`config.mk`:
```
export PLATFORM = sky130hd
export DESIGN_NAME = pid_turn_controller_core
export DESIGN_NICKNAME = d
export VERILOG_FILES = /design/src/sv/ptc_pkg.sv /design/src/sv/pid_turn_controller_core.sv
export SDC_FILE = /design/constraint.sdc
export NUM_CORES = 2
export LEC_CHECK = 0
export BUFFER_PORTS_ARGS = -buffer_cell sky130_fd_sc_hd__buf_2
export CAP_MARGIN = 20
export CORE_AREA = 2 2 307 309
export CTS_CLUSTER_SIZE = 25
export DETAILED_ROUTE_END_ITERATION = 8
export DIE_AREA = 0 0 309 311
export PLACE_DENSITY = 0.72
export SYNTH_ARGS = -nofsm -noshare
export SYNTH_HDL_FRONTEND = slang
export SYNTH_SLANG_ARGS = --single-unit
```
`constraint.sdc`:
```
create_clock -name clk_i -period 12 [get_ports clk_i]
set_input_delay 0.6 -clock clk_i [delete_from_list [all_inputs] [get_ports clk_i]]
set_output_delay 0.6 -clock clk_i [all_outputs]
set_load 0.02 [all_outputs]
```
`src/sv/ptc_pkg.sv`:
```
package ptc_pkg;

  localparam int unsigned ErrW     = 16;
  localparam int unsigned ModeW    = 4;
  localparam int unsigned QualW    = 16;
  localparam int unsigned GainW    = 16;
  localparam int unsigned LimW     = 15;
  localparam int unsigned TurnW    = 16;
  localparam int unsigned CfgIdxW  = 3;
  localparam int unsigned CfgDataW = 16;
  localparam int unsigned InDataW  = 56;
  localparam int unsigned OutDataW = 24;

  typedef enum logic [CfgIdxW-1:0] {
    CFG_PROP_GAIN    = 3'd0,
    CFG_INTEG_GAIN   = 3'd1,
    CFG_DERIV_GAIN   = 3'd2,
    CFG_OFFSET_LIMIT = 3'd3,
    CFG_SLEW_LIMIT   = 3'd4,
    CFG_QUALITY_MIN  = 3'd5,
    CFG_LOST_MODE_ID = 3'd6
  } cfg_idx_e;

  localparam logic [LimW-1:0]  OffsetLimitRst = 15'h7fff;
  localparam logic [ModeW-1:0] LostModeRst    = 4'hf;

  // input item as packed in s_axis_tdata, lowest bits last in this list
  typedef struct packed {
    logic [1:0]              pad;
    logic                    app_halted;
    logic                    out_permit;
    logic [QualW-1:0]        sig_qual;
    logic [ModeW-1:0]        mode_id;
    logic signed [ErrW-1:0]  err_rate;
    logic signed [ErrW-1:0]  line_error;
  } in_item_t;

  typedef struct packed {
    logic [6:0]              pad;
    logic                    held;
    logic signed [TurnW-1:0] turn_delta;
  } out_item_t;

  // per-item control carried down the pipeline
  typedef struct packed {
    logic hold;
    logic clr_prev;
  } item_ctl_t;

endpackage

```
`src/sv/pid_turn_controller_core.sv`:
```
// A result is valid on the master side once its accepted input transaction has passed
// through five register stages, input through output register.
// Throughput: one transaction per cycle; each stage stalls only when the stage after it
// is full and stalled.
// Reset: clears the pipeline, the integrator, previous output and last mode, and
// returns all configuration registers to their defaults.
module pid_turn_controller_core #(
  parameter int OUTPUT_SCALE = 100,
  parameter int TURN_LIMIT   = 1000,
  parameter int INTEG_LIMIT  = 2000
) (
  input  logic                           clk_i,
  input  logic                           rst_ni,
  input  logic                           cfg_we_i,
  input  logic [ptc_pkg::CfgIdxW-1:0]    cfg_idx_i,
  input  logic [ptc_pkg::CfgDataW-1:0]   cfg_data_i,
  input  logic                           s_axis_tvalid,
  output logic                           s_axis_tready,
  // line_error[15:0], err_rate[31:16], mode_id[35:32], sig_qual[51:36],
  // out_permit[52], app_halted[53], zero pad[55:54]
  input  logic [ptc_pkg::InDataW-1:0]    s_axis_tdata,
  output logic                           m_axis_tvalid,
  input  logic                           m_axis_tready,
  // turn_delta[15:0], held[16], zero pad[23:17]
  output logic [ptc_pkg::OutDataW-1:0]   m_axis_tdata
);
  import ptc_pkg::*;

  localparam int IW    = $clog2(INTEG_LIMIT + 1) + 1;
  localparam int ISW   = ((IW > ErrW) ? IW : ErrW) + 1;
  localparam int PW    = 2 * GainW;
  localparam int PIW   = GainW + IW;
  localparam int SW    = PW + 2;
  localparam longint unsigned SAT_MAG = 64'd32768 * OUTPUT_SCALE;
  localparam int MAG_W = $clog2(SAT_MAG);
  localparam int LSH   = $clog2(OUTPUT_SCALE);
  localparam int KSH   = MAG_W + LSH;
  localparam logic [MAG_W:0] RECIP =
      (MAG_W+1)'(((64'd1 << KSH) + OUTPUT_SCALE - 1) / OUTPUT_SCALE);
  localparam logic signed [ISW-1:0] ILIM = ISW'(INTEG_LIMIT);
  localparam logic signed [17:0]    TLIM = 18'(TURN_LIMIT);

  // configuration
  logic signed [GainW-1:0] kp_q, ki_q, kd_q;
  logic [LimW-1:0]         off_lim_q, slew_lim_q;
  logic [QualW-1:0]        qual_min_q;
  logic [ModeW-1:0]        lost_mode_q;

  always_ff @(posedge clk_i or negedge rst_ni) begin
    if (!rst_ni) begin
      kp_q        <= '0;
      ki_q        <= '0;
      kd_q        <= '0;
      off_lim_q   <= OffsetLimitRst;
      slew_lim_q  <= '0;
      qual_min_q  <= '0;
      lost_mode_q <= LostModeRst;
    end else if (cfg_we_i) begin
      case (cfg_idx_i)
        CFG_PROP_GAIN:    kp_q        <= cfg_data_i;
        CFG_INTEG_GAIN:   ki_q        <= cfg_data_i;
        CFG_DERIV_GAIN:   kd_q        <= cfg_data_i;
        CFG_OFFSET_LIMIT: off_lim_q   <= cfg_data_i[LimW-1:0];
        CFG_SLEW_LIMIT:   slew_lim_q  <= cfg_data_i[LimW-1:0];
        CFG_QUALITY_MIN:  qual_min_q  <= cfg_data_i;
        CFG_LOST_MODE_ID: lost_mode_q <= cfg_data_i[ModeW-1:0];
        default: ;
      endcase
    end
  end

  // stage valids and ready chain
  logic v1_q, v2_q, v3_q, v4_q, v5_q;
  logic rdy1, rdy2, rdy3, rdy4, rdy5;
  logic in_acc;

  assign rdy5          = !v5_q || m_axis_tready;
  assign rdy4          = !v4_q || rdy5;
  assign rdy3          = !v3_q || rdy4;
  assign rdy2          = !v2_q || rdy3;
  assign rdy1          = !v1_q || rdy2;
  assign s_axis_tready = rdy1;
  assign in_acc        = s_axis_tvalid && rdy1;

  always_ff @(posedge clk_i or negedge rst_ni) begin
    if (!rst_ni) begin
      v1_q <= 1'b0;
      v2_q <= 1'b0;
      v3_q <= 1'b0;
      v4_q <= 1'b0;
      v5_q <= 1'b0;
    end else begin
      if (rdy1) v1_q <= s_axis_tvalid;
      if (rdy2) v2_q <= v1_q;
      if (rdy3) v3_q <= v2_q;
      if (rdy4) v4_q <= v3_q;
      if (rdy5) v5_q <= v4_q;
    end
  end

  // stage 1: hold decode and integrator, state updated per accepted item
  in_item_t                 in_item;
  logic signed [IW-1:0]     integ_q, integ_d, integ_base;
  logic [ModeW-1:0]         seen_mode_q;
  logic signed [ISW-1:0]    integ_sum;
  logic                     hold, mode_chg;

  assign in_item = in_item_t'(s_axis_tdata);

  always_comb begin
    hold = !in_item.out_permit || (in_item.sig_qual < qual_min_q) ||
           (in_item.mode_id == lost_mode_q) || in_item.app_halted;
    mode_chg   = seen_mode_q != in_item.mode_id;
    integ_base = mode_chg ? '0 : integ_q;
    integ_sum  = ISW'(integ_base) + ISW'(in_item.line_error);
    if (hold || (ki_q == '0)) begin
      integ_d = '0;
    end else if (integ_sum > ILIM) begin
      integ_d = IW'(ILIM);
    end else if (integ_sum < -ILIM) begin
      integ_d = IW'(-ILIM);
    end else begin
      integ_d = IW'(integ_sum);
    end
  end

  always_ff @(posedge clk_i or negedge rst_ni) begin
    if (!rst_ni) begin
      integ_q     <= '0;
      seen_mode_q <= '0;
    end else if (in_acc) begin
      integ_q     <= integ_d;
      seen_mode_q <= in_item.mode_id;
    end
  end

  logic signed [ErrW-1:0] s1_err_q, s1_rate_q;
  logic signed [IW-1:0]   s1_integ_q;
  item_ctl_t              s1_ctl_q, s2_ctl_q, s3_ctl_q, s4_ctl_q;

  always_ff @(posedge clk_i) begin
    if (in_acc) begin
      s1_err_q          <= in_item.line_error;
      s1_rate_q         <= in_item.err_rate;
      s1_integ_q        <= integ_d;
      s1_ctl_q.hold     <= hold;
      s1_ctl_q.clr_prev <= hold || mode_chg;
    end
  end

  // stage 2: the three products
  logic signed [PW-1:0]  s2_p_q, s2_d_q;
  logic signed [PIW-1:0] s2_i_q;

  always_ff @(posedge clk_i) begin
    if (rdy2 && v1_q) begin
      s2_p_q   <= kp_q * s1_err_q;
      s2_i_q   <= ki_q * s1_integ_q;
      s2_d_q   <= kd_q * s1_rate_q;
      s2_ctl_q <= s1_ctl_q;
    end
  end

  // stage 3: exact sum, split into sign and magnitude, saturation check
  logic signed [SW-1:0] pid_sum;
  logic [SW-1:0]        pid_mag;
  logic [MAG_W-1:0]     s3_mag_q;
  logic                 s3_neg_q, s3_sat_q;

  assign pid_sum = SW'(s2_p_q) + SW'(s2_i_q) + SW'(s2_d_q);
  assign pid_mag = pid_sum[SW-1] ? SW'(-pid_sum) : SW'(pid_sum);

  always_ff @(posedge clk_i) begin
    if (rdy3 && v2_q) begin
      s3_mag_q <= pid_mag[MAG_W-1:0];
      s3_neg_q <= pid_sum[SW-1];
      s3_sat_q <= pid_mag >= SW'(SAT_MAG);
      s3_ctl_q <= s2_ctl_q;
    end
  end

  // stage 4: magnitude / scale by reciprocal multiply, exact for every magnitude below SAT_MAG
  logic [2*MAG_W:0] quot_prod;
  logic [14:0]      s4_quot_q;
  logic             s4_neg_q, s4_sat_q;

  assign quot_prod = (2*MAG_W+1)'(s3_mag_q) * (2*MAG_W+1)'(RECIP);

  always_ff @(posedge clk_i) begin
    if (rdy4 && v3_q) begin
      s4_quot_q <= quot_prod[KSH+14:KSH];
      s4_neg_q  <= s3_neg_q;
      s4_sat_q  <= s3_sat_q;
      s4_ctl_q  <= s3_ctl_q;
    end
  end

  // stage 5: offset clamp, slew limit, turn clamp, zero turn on hold
  logic signed [16:0]      v_div, v_off, off_lim;
  logic signed [17:0]      prev_base, slew, v_slew, v_turn, slew_diff;
  logic signed [TurnW-1:0] prev_q, turn_d;
  logic signed [TurnW-1:0] out_turn_q;
  logic                    out_held_q;

  always_comb begin
    off_lim = 17'(off_lim_q);
    if (s4_sat_q) begin
      v_div = s4_neg_q ? -17'sd32768 : 17'sd32767;
    end else begin
      v_div = s4_neg_q ? -17'(s4_quot_q) : 17'(s4_quot_q);
    end
    if (v_div > off_lim) begin
      v_off = off_lim;
    end else if (v_div < -off_lim) begin
      v_off = -off_lim;
    end else begin
      v_off = v_div;
    end
    prev_base = s4_ctl_q.clr_prev ? '0 : 18'(prev_q);
    slew      = 18'(slew_lim_q);
    slew_diff = 18'(v_off) - prev_base;
    v_slew    = 18'(v_off);
    if (slew_lim_q != '0) begin
      if (slew_diff > slew) begin
        v_slew = prev_base + slew;
      end else if (slew_diff < -slew) begin
        v_slew = prev_base - slew;
      end
    end
    if (v_slew > TLIM) begin
      v_turn = TLIM;
    end else if (v_slew < -TLIM) begin
      v_turn = -TLIM;
    end else begin
      v_turn = v_slew;
    end
    turn_d = s4_ctl_q.hold ? '0 : TurnW'(v_turn);
  end

  always_ff @(posedge clk_i or negedge rst_ni) begin
    if (!rst_ni) begin
      prev_q <= '0;
    end else if (rdy5 && v4_q) begin
      prev_q <= turn_d;
    end
  end

  always_ff @(posedge clk_i) begin
    if (rdy5 && v4_q) begin
      out_turn_q <= turn_d;
      out_held_q <= s4_ctl_q.hold;
    end
  end

  out_item_t out_item;

  always_comb begin
    out_item            = '0;
    out_item.turn_delta = out_turn_q;
    out_item.held       = out_held_q;
  end

  assign m_axis_tvalid = v5_q;
  assign m_axis_tdata  = out_item;

`ifndef SYNTHESIS
  a_integ_range: assert property (@(posedge clk_i) disable iff (!rst_ni)
    (integ_q <= IW'(ILIM)) && (integ_q >= IW'(-ILIM)))
    else $error("integrator out of range");

  a_prev_range: assert property (@(posedge clk_i) disable iff (!rst_ni)
    (18'(prev_q) <= TLIM) && (18'(prev_q) >= -TLIM))
    else $error("previous turn out of range");

  a_held_zero: assert property (@(posedge clk_i) disable iff (!rst_ni)
    (v5_q && out_held_q) |-> (out_turn_q == '0))
    else $error("held result with nonzero turn");

  a_out_range: assert property (@(posedge clk_i) disable iff (!rst_ni)
    v5_q |-> ((18'(out_turn_q) <= TLIM) && (18'(out_turn_q) >= -TLIM)))
    else $error("turn result beyond turn limit");

  a_ready_when_empty: assert property (@(posedge clk_i) disable iff (!rst_ni)
    !v5_q |-> s_axis_tready)
    else $error("input stalled with empty output stage");

  a_prev_follows_out: assert property (@(posedge clk_i) disable iff (!rst_ni)
    $past(rdy5 && v4_q) |-> (prev_q == out_turn_q))
    else $error("previous turn differs from last result");
`endif

endmodule
```
* Word-level counts from Yosys, hierarchy flattened
Cells that the tools add are included.
** Storage, ports and cells
- Register bits after elaboration :: 337
- Bits in latches :: 0
- Memory bits (writable) :: 0
- Bits in read-only memories :: 0
- Input bits :: 80
- Logic and storage cells :: 117
- Memories :: 0
** Operators by class
- Add/subtract/negate cells :: 10
- Multipliers :: 4
- Divide/modulo/power cells :: 0
- Order comparisons :: 10
- Equality and inequality tests :: 8
- Shift operators :: 0
- Mux-type cells :: 17
- Bitwise gates (word level) :: 0
- Reductions and logical operators :: 31
** Operators by type and width (count)
- 2-to-1 mux 17 bit :: 5
- 2-to-1 mux 18 bit :: 4
- multiplier 16 x 16 -> 32 bit :: 2
- 2-to-1 mux 12 bit :: 4
- 2-to-1 mux 16 bit :: 3
- multiplier 22 x 22 -> 43 bit (second input constant) :: 1
- adder 33 x 32 -> 34 bit :: 1
- greater-or-equal comparator 34 x 22 -> 1 bit (second input constant) :: 1
- 2-to-1 mux 34 bit :: 1
- negation 15 -> 17 bit :: 2
- negation 34 bit :: 1
- adder 32 x 28 -> 33 bit :: 1
- multiplier 16 x 12 -> 28 bit :: 1
- adder 18 x 16 -> 18 bit :: 1
- > comparator 18 x 11 -> 1 bit (second input constant) :: 1
- > comparator 18 x 16 -> 1 bit :: 1
- < comparator 18 x 11 -> 1 bit (second input constant) :: 1
- < comparator 18 bit :: 1
- negation 15 -> 18 bit :: 1
- subtractor 17 x 18 -> 18 bit :: 1
- subtractor 18 x 16 -> 18 bit :: 1
- adder 12 x 16 -> 17 bit :: 1
- > comparator 17 x 12 -> 1 bit (second input constant) :: 1
- > comparator 17 x 16 -> 1 bit :: 1
- other kinds (15) :: 42

* Longest topological paths before layout
- Depth after elaboration :: 15
- Mapped depth :: 48
- Mapped depth without buffers :: 43

* Least setup slack after synthesis
No wires, ideal clock.
- Kind :: reg-to-reg
- Start :: register off_lim_q[1]
- End :: register prev_q[4]
- Library setup time :: 0.095 ns
- Arrival time :: 9.467 ns
- Data required time :: 11.905 ns
- Path slack :: 2.437 ns
- Cell stages (with the launch flop) :: 46
- Period minus slack after synthesis :: 9.563 ns
- Cell sequence :: dfstp_2 -> inv_1 -> ha_1 -> or3b_1 -> or3_4 -> or3_1 -> clkbuf_1 -> or4_4 -> nor4_4 -> xnor2_1 -> ha_1 -> a21o_1 -> a21oi_1 -> o22ai_1 -> a31oi_1 -> buf_2 -> buf_2 -> mux2_2 -> [... 10 more ...] -> nand2b_1 -> a21oi_1 -> xnor2_1 -> ha_1 -> o21a_1 -> o211ai_1 -> nor3_1 -> a211o_1 -> nor2b_1 -> o21ai_1 -> a31o_2 -> a21oi_2 -> a221o_1 -> or4_1 -> or3_1 -> a31o_2 -> and2_1 -> o31ai_1
** On the way
- Cells in the longest elaborated chain, start to end :: 13
** RTL lines
- start: declaration :: RTL line pid_turn_controller_core.sv:45 : logic [LimW-1:0] off_lim_q, slew_lim_q;
- start signal: assignment :: RTL line pid_turn_controller_core.sv:54 : off_lim_q <= OffsetLimitRst;
- start signal: assignment :: RTL line pid_turn_controller_core.sv:63 : CFG_OFFSET_LIMIT: off_lim_q <= cfg_data_i[LimW-1:0];
- negation 15 -> 17 bit :: RTL line pid_turn_controller_core.sv:214, pid_turn_controller_core.sv:215
- < comparator 17 bit :: RTL line pid_turn_controller_core.sv:214 : end else if (v_div < -off_lim) begin
- 2-to-1 mux 17 bit :: RTL line pid_turn_controller_core.sv:214
- 2-to-1 mux 17 bit (*) :: RTL line pid_turn_controller_core.sv:212 : if (v_div > off_lim) begin
- subtractor 17 x 18 -> 18 bit :: RTL line pid_turn_controller_core.sv:221 : slew_diff = 18'(v_off) - prev_base;
- < comparator 18 bit :: RTL line pid_turn_controller_core.sv:226 : end else if (slew_diff < -slew) begin
- 2-to-1 mux 18 bit :: RTL line pid_turn_controller_core.sv:226
- 2-to-1 mux 18 bit :: RTL line pid_turn_controller_core.sv:224 : if (slew_diff > slew) begin
- 2-to-1 mux 18 bit (*) :: RTL line pid_turn_controller_core.sv:223 : if (slew_lim_q != '0) begin
- < comparator 18 x 11 -> 1 bit :: RTL line pid_turn_controller_core.sv:232 : end else if (v_slew < -TLIM) begin
- 2-to-1 mux 16 bit :: RTL line pid_turn_controller_core.sv:232
- 2-to-1 mux 16 bit (*) :: RTL line pid_turn_controller_core.sv:230 : if (v_slew > TLIM) begin
- 2-to-1 mux 16 bit (*) :: RTL line pid_turn_controller_core.sv:237 : turn_d = s4_ctl_q.hold ? '0 : TurnW'(v_turn);
- end signal: assignment :: RTL line pid_turn_controller_core.sv:244 : prev_q <= turn_d;
- end: declaration :: RTL line pid_turn_controller_core.sv:201 : logic signed [TurnW-1:0] prev_q, turn_d;
Mark *: on every way between the ends. The rest lies on a longest branch, timed or not.
A chain may end at the register's enable or synchronous reset.

* Final worst setup path
Same ends and word-level chain as after synthesis.

==> results.md <==
* CP startpoint kind: flip-flop
* RSZ-0062 raised after global routing: false
* Crit Path Category: flip-flop to flip-flop
* Metal2 WL at 63,300 microns
* Slew Viols, Final at 0
* Worst Hold End: s1_rate_q[12]
* Final setup violating endpoints at 0
* Fillcell total at 7,779
* Crit-path slowest cell: a31oi_1
* Warnings from Yosys at 0
* DR iter-0 viols at 2,434
* Slowest stage delay, CP at 0.80 ns
* Syn_area_per_cell at 9.93 sq um
* Hold_sp: s_axis_tdata[28]
* Post-Layout Cell Count at 6,867
* Initial antenna violation count at 8
* Max Cap Viol at 0
* Pre-CTS worst setup slack at 0.984 ns
* Final ANT Viol Nets at 0
* Largest net degree at the start of global routing at 83
* # clock sinks at 337
* Most instantiated cells after synthesis: inv_1, fa_1, ha_1, nand2_1, and2_1
* R2R Path End: prev_q[4]
* Clock Root Buffer: clkbuf_16
* Drt total wl at 130,000 microns
* Core area at 0.0928 sq mm
* Seq cells post-synth at 337
* Setup skew after layout at 0.0500 ns
* HPWL Detailed at 106,000 microns
* Clk slew on worst S/H paths at 0.06 ns
* Worst reg2reg path startpoint: off_lim_q[1]
* Mapped Cells at 5,568
* I/O pin count at 106
* Area post-placement at 0.0569 sq mm
* Share of cells above drive strength 1 at 0.0648
* # H-tree levels at 2
* Final Hold Violating Endpoints at 0
* DR vias at 39.0k
* Setup tns final at 0 ns
* Chip width at 309 microns
* Met3 WL at 7310 microns
* Async set or reset register ratio after synthesis at 0.401
* Top layer in use: met5
* Synth-to-layout area growth at 5.70%
* Yosys cell types at 98
* Top cell by count, worst path: ha_1
* Hold Crit Depth at 1
* Post-synthesis sequential area ratio at 0.171
* Top FF cell, synth: edfxtp_1
* Most frequent cell after synthesis: inv_1
* Drt drc at 0
* Worst Setup End Kind: flip-flop
* Leading post-synthesis cells by cell area: fa_1, ha_1, edfxtp_1
* GPL Wtd Cong at 0.925
* Outcome: complete, no violations
* Final nets at 7,207
* Post-synth top area share at 0.332
* Number of enable flip-flop cells after synthesis at 202
* Die area at 0.0961 sq mm
* Number of diodes at 0
* Placed Cells at 6,786
* Fin area at 0.0584 sq mm
* Total CTS buffers at 43
* Leading area contributor after synthesis: fa_1
* R2R setup slack at 0.85 ns
* Reg area at 0.00947 sq mm
* Gr usage total at 0.285
* Vias in the first global route at 41.2k
* Standard-cell rows at 112
* Final setup margin at 0.851 ns
* DR vias/cell at 5.67
* Total congestion overflow at 0
* Relative slew slack at 0.253
* Detail-routed net length per standard cell at 19.0 microns
* Die Y-Extent at 311 microns
* Clk_lat worst skew at 0.63 ns
* Fmax at 89.7 MHz
* CTS Buffer Depth at 3
* Actual slew at the worst max-slew pin at 1.11 ns
* Multi-input logic area at 0.0411 sq mm
* CTS tree: yes
* Drt pass-1 iters at 5
* Fin crit period at 11.15 ns
* Hold Path Class: primary input to flip-flop
* CP Max Fanout at 11
* Post-Route M1 WL at 53,900 microns
* Netlist Area Pre-Place at 0.0553 sq mm
* Port Buffers at 96
* Crit path arrival time at 11.66 ns
* Register-to-Register Path Depth at 42
* Initial Util at 0.596
* First-pass GRT wire length at 215,000 microns
* Critical Path RT at 12.51 ns
* Crit share post-route at 0.929
-- worst max path at each step --
stage	start	endpoint	slack, ns	cells past startpoint
after global routing	off_lim_q[1]	prev_q[4]	0.36	42
after global placement	off_lim_q[1]	prev_q[4]	1.23	42
after detailed placement	off_lim_q[1]	prev_q[4]	0.98	42
after floorplan	off_lim_q[1]	prev_q[4]	2.44	45
after CTS	off_lim_q[1]	prev_q[4]	0.97	42
final	off_lim_q[1]	prev_q[4]	0.85	42
-- per-stage QoR --
step | util | hold WS (ns)
floorplan | - | 0.304
global placement | 0.614 | 0.403
detailed placement | 0.614 | 0.407
CTS | 0.630 | 0.118
global route | 0.630 | 0.134
finish | 0.630 | 0.160
-- placed cells by master, fill, tap and decap left out, types with 97 or more instances in the layout --
cell,count
ha_1,632
nor2_1,182
inv_1,1087
edfxtp_1,202
and2_1,304
a21oi_1,151
nand2b_1,97
nand2_1,535
dfrtp_1,116
fa_1,916
o21ai_0,108
xnor2_1,177
-- flip-flops by register name (all words and copies together), names as in the netlist, 15 cells and up --
register	count
s1_err_q	16
s1_rate_q	16
off_lim_q	15
kd_q	16
s4_quot_q	15
kp_q	16
slew_lim_q	15
qual_min_q	16
s3_mag_q	22
s2_i_q	28
s2_d_q	32
s2_p_q	32
ki_q	16
out_turn_q	16
prev_q	16
-- final cells by class --
cell class,instances,share of cell area
Tap cell,1254,0.0268
Sequential cell,337,0.162
Inverter,1092,0.0702
Timing Repair Buffer,121,0.0116
Clock buffer,50,0.0197
Clock inverter,29,0.00578
Multi-Input combinational cell,3984,0.704
-- metal layers --
layer  GRT usage  up-vias
met5           0        -
met4       0.113        2
met3      0.0405      251
met2       0.474     1065
met1       0.377    19761
li1            -    17888
-- kinds of logic after synthesis --
| logic type | Yosys count | synth area share |
|---|---|---|
| DFF | 337 | 0.171 |
| AOI/OAI and AO/OA | 651 | 0.0793 |
| buffers and inverters | 1253 | 0.0861 |
| adders and majority gates | 1548 | 0.475 |
| xor gates and xnor gates | 235 | 0.0374 |
| muxes | 103 | 0.0207 |
| and+or+nand+nor | 1440 | 0.131 |
| other | 1 | 0.0000678 |
-- critical path, delay by kind of cell, from the launching register on --
family,cells,cell delay [ns]
buffers and inverters,2,0.19
DFF,1,0.39
AOI/OAI and AO/OA,18,4.13
and+or+nand+nor,14,4.09
muxes,2,0.82
xor gates and xnor gates,2,0.29
adders and majority gates,4,1.13
-- timing repair --
| action | CTS | global route |
|---|---|---|
| setup buffers | 0 | 0 |
| endpoints found under the hold margin | 61 | 0 |
| hold buffers | 1 | 0 |
| resized for setup | 0 | 0 |
Power is not shown: default switching activity piles up to over one toggle a cycle in this logic, so the estimate is an artifact.
